## config.mk

```make
export PLATFORM = sky130hd
export DESIGN_NAME = servo_status_frame_parser_core
export DESIGN_NICKNAME = d
export VERILOG_FILES = /design/src/hdl/ssfp_pkg.sv /design/src/hdl/servo_status_frame_parser_core.sv /design/src/hdl/ssfp_parse.sv
export SDC_FILE = /design/constraint.sdc
export NUM_CORES = 1
export LEC_CHECK = 0
export ABC_CLOCK_PERIOD_IN_PS = 4900
export BUFFER_PORTS_ARGS = -buffer_cell sky130_fd_sc_hd__buf_2
export CORE_MARGIN = 2
export CORE_UTILIZATION = 25
export DETAILED_ROUTE_END_ITERATION = 8
export PLACE_DENSITY_LB_ADDON = 0.05
export SLEW_MARGIN = 20
export SYNTH_ARGS = -nofsm -noshare
export SYNTH_HDL_FRONTEND = slang
export SYNTH_HIERARCHICAL = 1
export SYNTH_SLANG_ARGS = --single-unit
```

## constraint.sdc

```tcl
create_clock -name clk -period 4.9 [get_ports clk]
set_input_delay 1.47 -clock clk [delete_from_list [all_inputs] [get_ports clk]]
set_output_delay 1.47 -clock clk [all_outputs]
set_load 0.01 [all_outputs]
```

## src/hdl/ssfp_pkg.sv

```systemverilog
package ssfp_pkg;

    localparam logic [1:0] FUNC_BYTE     = 2'd0;
    localparam logic [1:0] FUNC_START    = 2'd1;
    localparam logic [1:0] FUNC_DEADLINE = 2'd2;

    localparam logic [2:0] STATUS_OK       = 3'd0;
    localparam logic [2:0] STATUS_BAD_LEN  = 3'd1;
    localparam logic [2:0] STATUS_CHECKSUM = 3'd2;
    localparam logic [2:0] STATUS_ID       = 3'd3;
    localparam logic [2:0] STATUS_TIMEOUT  = 3'd4;

    localparam logic       KIND_PAYLOAD = 1'b0;
    localparam logic       KIND_STATUS  = 1'b1;

    localparam logic [7:0] SYNC_BYTE   = 8'hFF;
    localparam logic [7:0] LEN_MIN     = 8'd2;
    localparam logic [1:0] SYNC_NEEDED = 2'd2;
    localparam logic [7:0] MAX_INDEX   = 8'd252;

    typedef struct packed {
        logic [1:0] func;
        logic [7:0] data_byte;
        logic [7:0] reply_id;
        logic [7:0] capture_limit;
    } rx_item_t;

    typedef struct packed {
        logic        kind;
        logic [7:0]  payload_value;
        logic [7:0]  payload_index;
        logic [2:0]  frame_status;
        logic [7:0]  servo_error;
        logic [31:0] timeout_total;
        logic [31:0] bad_frame_total;
        logic [31:0] good_frame_total;
    } res_item_t;

endpackage

```

## src/hdl/servo_status_frame_parser_core.sv

```systemverilog
// Path: an accepted input beat is captured in the input register; the parse
// step then writes the result register, and a held result stalls that step.
// Throughput: one beat per cycle while the result register is not held; the
// parse state sits between the input register and the result register.
// Reset: parser returns to idle, all counters and latched ID/limit clear,
// no result pending.
module servo_status_frame_parser_core
(
    input  logic                clk,
    input  logic                rst_n,
    input  logic                rx_valid,
    output logic                rx_stall,
    input  ssfp_pkg::rx_item_t  rx_item,
    output logic                res_valid,
    input  logic                res_stall,
    output ssfp_pkg::res_item_t res_item
);

    logic               item_valid_reg;
    ssfp_pkg::rx_item_t item_reg;
    logic               parse_ready;
    logic               step;

    assign step     = item_valid_reg && parse_ready;
    assign rx_stall = item_valid_reg && !parse_ready;

    always_ff @(posedge clk or negedge rst_n)
    begin
        if (!rst_n)
        begin
            item_valid_reg <= 1'b0;
        end
        else if (rx_valid && !rx_stall)
        begin
            item_valid_reg <= 1'b1;
        end
        else if (step)
        begin
            item_valid_reg <= 1'b0;
        end
    end

    always_ff @(posedge clk)
    begin
        if (rx_valid && !rx_stall)
        begin
            item_reg <= rx_item;
        end
    end

    ssfp_parse u_parse
    (
        .clk       (clk),
        .rst_n     (rst_n),
        .step      (step),
        .item      (item_reg),
        .ready     (parse_ready),
        .res_stall (res_stall),
        .res_valid (res_valid),
        .res_item  (res_item)
    );

    // payload beats never carry a frame status
    a_payload_status: assert property (@(posedge clk) disable iff (!rst_n)
        (res_valid && res_item.kind == ssfp_pkg::KIND_PAYLOAD)
            |-> res_item.frame_status == ssfp_pkg::STATUS_OK)
        else $error("payload beat with nonzero status");

    a_index_range: assert property (@(posedge clk) disable iff (!rst_n)
        (res_valid && res_item.kind == ssfp_pkg::KIND_PAYLOAD)
            |-> res_item.payload_index <= ssfp_pkg::MAX_INDEX)
        else $error("payload index out of range");

    // input side only backs up when the result register is held
    a_stall_cause: assert property (@(posedge clk) disable iff (!rst_n)
        rx_stall |-> (item_valid_reg && res_valid && res_stall))
        else $error("input stalled without a held result");

    a_timeout_count: assert property (@(posedge clk) disable iff (!rst_n)
        (res_valid && !res_stall && res_item.kind == ssfp_pkg::KIND_STATUS
            && res_item.frame_status == ssfp_pkg::STATUS_TIMEOUT)
            |-> res_item.payload_value == 8'd0)
        else $error("timeout status carries payload data");

endmodule

```

## src/hdl/ssfp_parse.sv

```systemverilog
module ssfp_parse
(
    input  logic                clk,
    input  logic                rst_n,
    input  logic                step,
    input  ssfp_pkg::rx_item_t  item,
    output logic                ready,
    input  logic                res_stall,
    output logic                res_valid,
    output ssfp_pkg::res_item_t res_item
);

    typedef enum logic [2:0] {
        PH_IDLE,
        PH_SYNC,
        PH_ID,
        PH_LENGTH,
        PH_ERROR,
        PH_PAYLOAD,
        PH_CHECKSUM
    } phase_t;

    phase_t      phase_reg, phase_next;
    logic [1:0]  sync_count_reg, sync_count_next;
    logic [7:0]  frame_id_reg, frame_id_next;
    logic [7:0]  frame_length_reg, frame_length_next;
    logic [7:0]  frame_error_reg, frame_error_next;
    logic [7:0]  running_sum_reg, running_sum_next;
    logic [7:0]  payload_count_reg, payload_count_next;
    logic [7:0]  want_id_reg, want_id_next;
    logic [7:0]  keep_limit_reg, keep_limit_next;
    logic [31:0] timeout_reg, timeout_next;
    logic [31:0] bad_frame_reg, bad_frame_next;
    logic [31:0] good_frame_reg, good_frame_next;

    logic        emit;
    logic        emit_kind;
    logic [7:0]  emit_value;
    logic [7:0]  emit_index;
    logic [2:0]  emit_status;

    logic                res_valid_reg;
    ssfp_pkg::res_item_t res_item_reg;

    assign ready     = !res_valid_reg || !res_stall;
    assign res_valid = res_valid_reg;
    assign res_item  = res_item_reg;

    always_comb
    begin
        phase_next         = phase_reg;
        sync_count_next    = sync_count_reg;
        frame_id_next      = frame_id_reg;
        frame_length_next  = frame_length_reg;
        frame_error_next   = frame_error_reg;
        running_sum_next   = running_sum_reg;
        payload_count_next = payload_count_reg;
        want_id_next       = want_id_reg;
        keep_limit_next    = keep_limit_reg;
        timeout_next       = timeout_reg;
        bad_frame_next     = bad_frame_reg;
        good_frame_next    = good_frame_reg;
        emit               = 1'b0;
        emit_kind          = ssfp_pkg::KIND_STATUS;
        emit_value         = 8'd0;
        emit_index         = 8'd0;
        emit_status        = ssfp_pkg::STATUS_OK;

        case (item.func)
            ssfp_pkg::FUNC_START:
            begin
                want_id_next       = item.reply_id;
                keep_limit_next    = item.capture_limit;
                phase_next         = PH_SYNC;
                sync_count_next    = 2'd0;
                frame_id_next      = 8'd0;
                frame_length_next  = 8'd0;
                frame_error_next   = 8'd0;
                running_sum_next   = 8'd0;
                payload_count_next = 8'd0;
            end
            ssfp_pkg::FUNC_DEADLINE:
            begin
                if (phase_reg != PH_IDLE)
                begin
                    timeout_next = timeout_reg + 32'd1;
                    phase_next   = PH_IDLE;
                    emit         = 1'b1;
                    emit_status  = ssfp_pkg::STATUS_TIMEOUT;
                end
            end
            ssfp_pkg::FUNC_BYTE:
            begin
                case (phase_reg)
                    PH_SYNC:
                    begin
                        if (item.data_byte == ssfp_pkg::SYNC_BYTE)
                        begin
                            sync_count_next = sync_count_reg + 2'd1;
                            if (sync_count_next >= ssfp_pkg::SYNC_NEEDED)
                            begin
                                phase_next = PH_ID;
                            end
                        end
                        else
                        begin
                            sync_count_next = 2'd0;
                        end
                    end
                    PH_ID:
                    begin
                        frame_id_next    = item.data_byte;
                        running_sum_next = item.data_byte;
                        phase_next       = PH_LENGTH;
                    end
                    PH_LENGTH:
                    begin
                        frame_length_next = item.data_byte;
                        running_sum_next  = running_sum_reg + item.data_byte;
                        phase_next        = PH_ERROR;
                    end
                    PH_ERROR:
                    begin
                        frame_error_next   = item.data_byte;
                        running_sum_next   = running_sum_reg + item.data_byte;
                        payload_count_next = 8'd0;
                        if (frame_length_reg < ssfp_pkg::LEN_MIN)
                        begin
                            bad_frame_next = bad_frame_reg + 32'd1;
                            phase_next     = PH_IDLE;
                            emit           = 1'b1;
                            emit_status    = ssfp_pkg::STATUS_BAD_LEN;
                        end
                        else if (frame_length_reg == ssfp_pkg::LEN_MIN)
                        begin
                            phase_next = PH_CHECKSUM;
                        end
                        else
                        begin
                            phase_next = PH_PAYLOAD;
                        end
                    end
                    PH_PAYLOAD:
                    begin
                        running_sum_next = running_sum_reg + item.data_byte;
                        if (payload_count_reg < keep_limit_reg)
                        begin
                            emit       = 1'b1;
                            emit_kind  = ssfp_pkg::KIND_PAYLOAD;
                            emit_value = item.data_byte;
                            emit_index = payload_count_reg;
                        end
                        payload_count_next = payload_count_reg + 8'd1;
                        if (payload_count_next >= frame_length_reg - ssfp_pkg::LEN_MIN)
                        begin
                            phase_next = PH_CHECKSUM;
                        end
                    end
                    PH_CHECKSUM:
                    begin
                        // checksum is judged before the ID
                        if (item.data_byte != ~running_sum_reg)
                        begin
                            emit_status = ssfp_pkg::STATUS_CHECKSUM;
                        end
                        else if (frame_id_reg != want_id_reg)
                        begin
                            emit_status = ssfp_pkg::STATUS_ID;
                        end
                        else
                        begin
                            emit_status = ssfp_pkg::STATUS_OK;
                        end
                        if (emit_status == ssfp_pkg::STATUS_OK)
                        begin
                            good_frame_next = good_frame_reg + 32'd1;
                        end
                        else
                        begin
                            bad_frame_next = bad_frame_reg + 32'd1;
                        end
                        phase_next = PH_IDLE;
                        emit       = 1'b1;
                    end
                    default:
                    begin
                    end
                endcase
            end
            default:
            begin
            end
        endcase
    end

    always_ff @(posedge clk or negedge rst_n)
    begin
        if (!rst_n)
        begin
            phase_reg         <= PH_IDLE;
            sync_count_reg    <= 2'd0;
            frame_id_reg      <= 8'd0;
            frame_length_reg  <= 8'd0;
            frame_error_reg   <= 8'd0;
            running_sum_reg   <= 8'd0;
            payload_count_reg <= 8'd0;
            want_id_reg       <= 8'd0;
            keep_limit_reg    <= 8'd0;
            timeout_reg       <= 32'd0;
            bad_frame_reg     <= 32'd0;
            good_frame_reg    <= 32'd0;
            res_valid_reg     <= 1'b0;
        end
        else
        begin
            if (step)
            begin
                phase_reg         <= phase_next;
                sync_count_reg    <= sync_count_next;
                frame_id_reg      <= frame_id_next;
                frame_length_reg  <= frame_length_next;
                frame_error_reg   <= frame_error_next;
                running_sum_reg   <= running_sum_next;
                payload_count_reg <= payload_count_next;
                want_id_reg       <= want_id_next;
                keep_limit_reg    <= keep_limit_next;
                timeout_reg       <= timeout_next;
                bad_frame_reg     <= bad_frame_next;
                good_frame_reg    <= good_frame_next;
                res_valid_reg     <= emit;
            end
            else if (!res_stall)
            begin
                res_valid_reg <= 1'b0;
            end
        end
    end

    always_ff @(posedge clk)
    begin
        if (step && emit)
        begin
            res_item_reg.kind             <= emit_kind;
            res_item_reg.payload_value    <= emit_value;
            res_item_reg.payload_index    <= emit_index;
            res_item_reg.frame_status     <= emit_status;
            res_item_reg.servo_error      <= frame_error_next;
            res_item_reg.timeout_total    <= timeout_next;
            res_item_reg.bad_frame_total  <= bad_frame_next;
            res_item_reg.good_frame_total <= good_frame_next;
        end
    end

endmodule
```

==> results_dict.tcl <==
set metrics [dict create \
    timing.max_cap.violations 0 \
    largest_register_ffs 124 \
    cts_buffers 39 \
    antenna_found_initial 1 \
    fin_tns_setup_ps 0 \
    rows 88 \
    dp.cells 2151 \
    hold_violations 0 \
    routed_wl_um 39000 \
    clkSinkCount 309 \
    ys_ff_latch 309 \
    clock_latency_ps 560 \
    r2r_setup_slack_ps 1620 \
    core_mm2 0.0577 \
    drtPass1Iterations 5 \
    clock_path_buffers 3 \
    wire_per_inst_um 17.5 \
    final_cells 2222 \
    synth_edf_count 150 \
    fin_hold_ws_ps 471 \
    period_needed_ps 3430 \
    synth-compound-area-share_pct 7.29 \
    die_x_um 245 \
    cts_setup_buffers 0 \
    drc_errors 0 \
    grt_pass1_wl_um 60000 \
    num_antenna_cells 0 \
    cts_resized 0 \
    dieHeight_um 245 \
    post-route-period-util_pct 70.0 \
    antenna_left 0 \
    synthesis.area_mm2 0.0146 \
    io_pins 156 \
    ys_types 68 \
    arrival_ps 1960 \
    crit_type "in -> out" \
    root_buffer "clkbuf_16" \
    synth_seq_area_share_pct 58.2 \
    cp_slowest_cell "nand2b_4" \
    hold_buffers 0 \
    grt_start_max_net_pins 82 \
    vias 9948 \
    slowest_delay_ps 140 \
    crit_chain "buf_2 -> nand2_1 -> nand2b_4 -> inv_1 -> buf_2" \
    synth.area.mux_share_pct 1.75 \
    path_max_fanout 3 \
    outcome "finished, final reports clean" \
    rsz0062_at_grt "no" \
    die_area_mm2 0.0602 \
    synth-simple-area-share_pct 16.7 \
    path_common_cell "buf_2" \
    cts_tree "yes" \
    initial_core_util_pct 25.3 \
    worstSetupEndpointType "output pin" \
    port_buffers 155 \
    drtIter0Drc 691 \
    synth_top_family_by_area "simple AND/OR/NAND/NOR gates" \
    track_usage_pct 13.0 \
    synth_flop_cell "dfrtp_1" \
    gr-total-overflow 0 \
    grt_pass1_vias 9904 \
    synth_adder_area_share_pct 2.46 \
    synth_area_per_cell_um2 11.4 \
    synth_cells 1275 \
    fmax_ghz 0.291 \
    maxSlewHeadroom_pct 36.1 \
    htree_levels 2 \
    ir_drop_mv 0.217 \
    gp_congestion 0.720 \
    yosysWarnings 6 \
    dpl_cell_area_mm2 0.0162 \
    via_per_inst 4.48 \
    finalSetupViolCount 0 \
    cts.clk_slew.worst_paths_ps 60 \
    synth_nets 1333 \
    leakage_nw 7.05 \
    powerDensity_mw_per_mm2 409 \
    worstMarginPinSlew_ps 953 \
    final_area_mm2 0.0175 \
    async_reset_ff_share_pct 51.5 \
    drive_above_1_share_pct 18.9 \
    hold_class "reg -> reg" \
    fin_worst_skew_ps 21.8 \
    synth_xor_area_share_pct 11.2 \
    area_growth_pct 19.8 \
    nets 1485 \
    place_hpwl_um 26600 \
    final_max_slew_viol_count 0 \
    cp_data_required_time_ps 3430 \
    startpoint_type "input port" \
]
[routing by layer]
layer  up-vias  track usage (%)  routed length (um)
met5         -                0                   0
met4         0             3.51                 798
met1      4869             17.1               17600
met2       169             21.7               19000
li1       4863                -                   -
met3        47             2.48                1530
[cell families (layout without fill, tap and decap cells)]
family,after synthesis,after routing
DFF,309,309
xor gates and xnor gates,187,187
AOI/OAI and AO/OA,172,172
adders and majority gates,28,28
and+or+nand+nor,474,474
buffers and inverters,82,264
muxes,23,23
[placed cells by master (no fill, tap or decap), types with 4 or more instances in the layout]
master,Yosys,layout
a21oi_1,18,18
nand3_1,60,60
nor4_1,4,4
xnor2_1,115,115
nor4_2,5,5
clkinv_1,0,5
a21o_1,9,9
and4_1,11,11
inv_1,23,23
o21ai_1,5,4
clkbuf_1,32,11
and3_1,34,34
a31oi_1,10,10
xor2_1,72,72
or2_2,8,8
a22oi_1,14,14
buf_4,0,13
dfrtp_1,159,159
clkinv_2,0,7
nand4_1,40,40
nor2b_1,5,5
buf_2,21,154
ha_1,27,27
o31ai_1,18,18
nand2b_1,14,14
mux2_2,20,20
and2_1,9,8
nor2_1,82,81
clkbuf_16,0,42
edfxtp_1,150,150
nor3_1,29,29
o21ai_0,72,72
o21a_1,4,4
nand2_1,144,144
[cells in the mapped netlist (all sizes together) (3+ instances only)]
| library cell | instances | area (um^2) |
|---|---|---|
| mux2i | 3 | 30.0 |
| nand2b | 15 | 101 |
| nor3b | 3 | 22.5 |
| ha | 27 | 338 |
| edfxtp | 150 | 4500 |
| buf | 25 | 120 |
| or4 | 4 | 33.8 |
| o21a | 4 | 30.0 |
| nand2 | 144 | 541 |
| and2 | 11 | 71.3 |
| nor2 | 84 | 320 |
| o21ai | 77 | 385 |
| xnor2 | 115 | 1010 |
| mux2 | 20 | 225 |
| clkbuf | 34 | 130 |
| and4 | 12 | 108 |
| nand3 | 61 | 310 |
| xor2 | 72 | 631 |
| o31ai | 18 | 135 |
| a22oi | 14 | 105 |
| a21oi | 18 | 90.1 |
| or3 | 3 | 18.8 |
| nor4 | 10 | 109 |
| or2 | 9 | 56.3 |
| and3 | 34 | 213 |
| inv | 23 | 86.3 |
| nand4 | 41 | 263 |
| nor2b | 5 | 31.3 |
| nor3 | 33 | 191 |
| a211oi | 3 | 22.5 |
| a31oi | 10 | 62.6 |
| dfrtp | 159 | 3980 |
| a21o | 9 | 67.6 |
[layout make-up]
class,count,area (um^2)
Sequential cell,309,8480
Clock buffer,55,1120
Timing Repair Buffer,170,920
Multi-Input combinational cell,884,5770
Clock inverter,16,128
Fill cell,5975,40200
Tap cell,765,957
Inverter,23,86.3
[report_power, final]
| part | total (W) | switching (W) | internal (W) |
|---|---|---|---|
| clock network | 0.00284 | 0.00115 | 0.00170 |
| logic | 0.00110 | 0.000665 | 0.000438 |
| registers | 0.00320 | 0.000212 | 0.00299 |
| total | 0.00714 | 0.00202 | 0.00512 |
[per-stage QoR]
stage	total power, W	worst slack, ps	utilization, %
6_report	0.00714	1470	30.3
5_1_grt	0.00757	1240	30.3
4_1_cts	0.00733	1460	30.3
3_5_place_dp	0.00438	1280	28.1
3_3_place_gp	0.00437	1310	28.1
2_1_floorplan	0.00396	789	-
[worst max-delay path: cells and delay by family]
family	cells	cell delay [ps]
buf+inv	3	250
simple gates	2	230
[final timing paths]
path	start	to	cells past startpoint
hold / removal	item_reg[15]$_DFFE_PP_	u_parse/want_id_reg[7]$_DFFE_PN0P_	1
setup reg to reg	item_reg[18]$_DFFE_PP_	u_parse/res_item[7]$_DFFE_PP_	7
min in group asynchronous	rst_n	u_parse/keep_limit_reg[1]$_DFFE_PN0P_	1
setup / recovery	res_stall	rx_stall	5
hold reg to reg	item_reg[15]$_DFFE_PP_	u_parse/want_id_reg[7]$_DFFE_PN0P_	1
max in group asynchronous	rst_n	u_parse/payload_count_reg[7]$_DFFE_PN0P_	2
(Power assumes the default switching activity.)
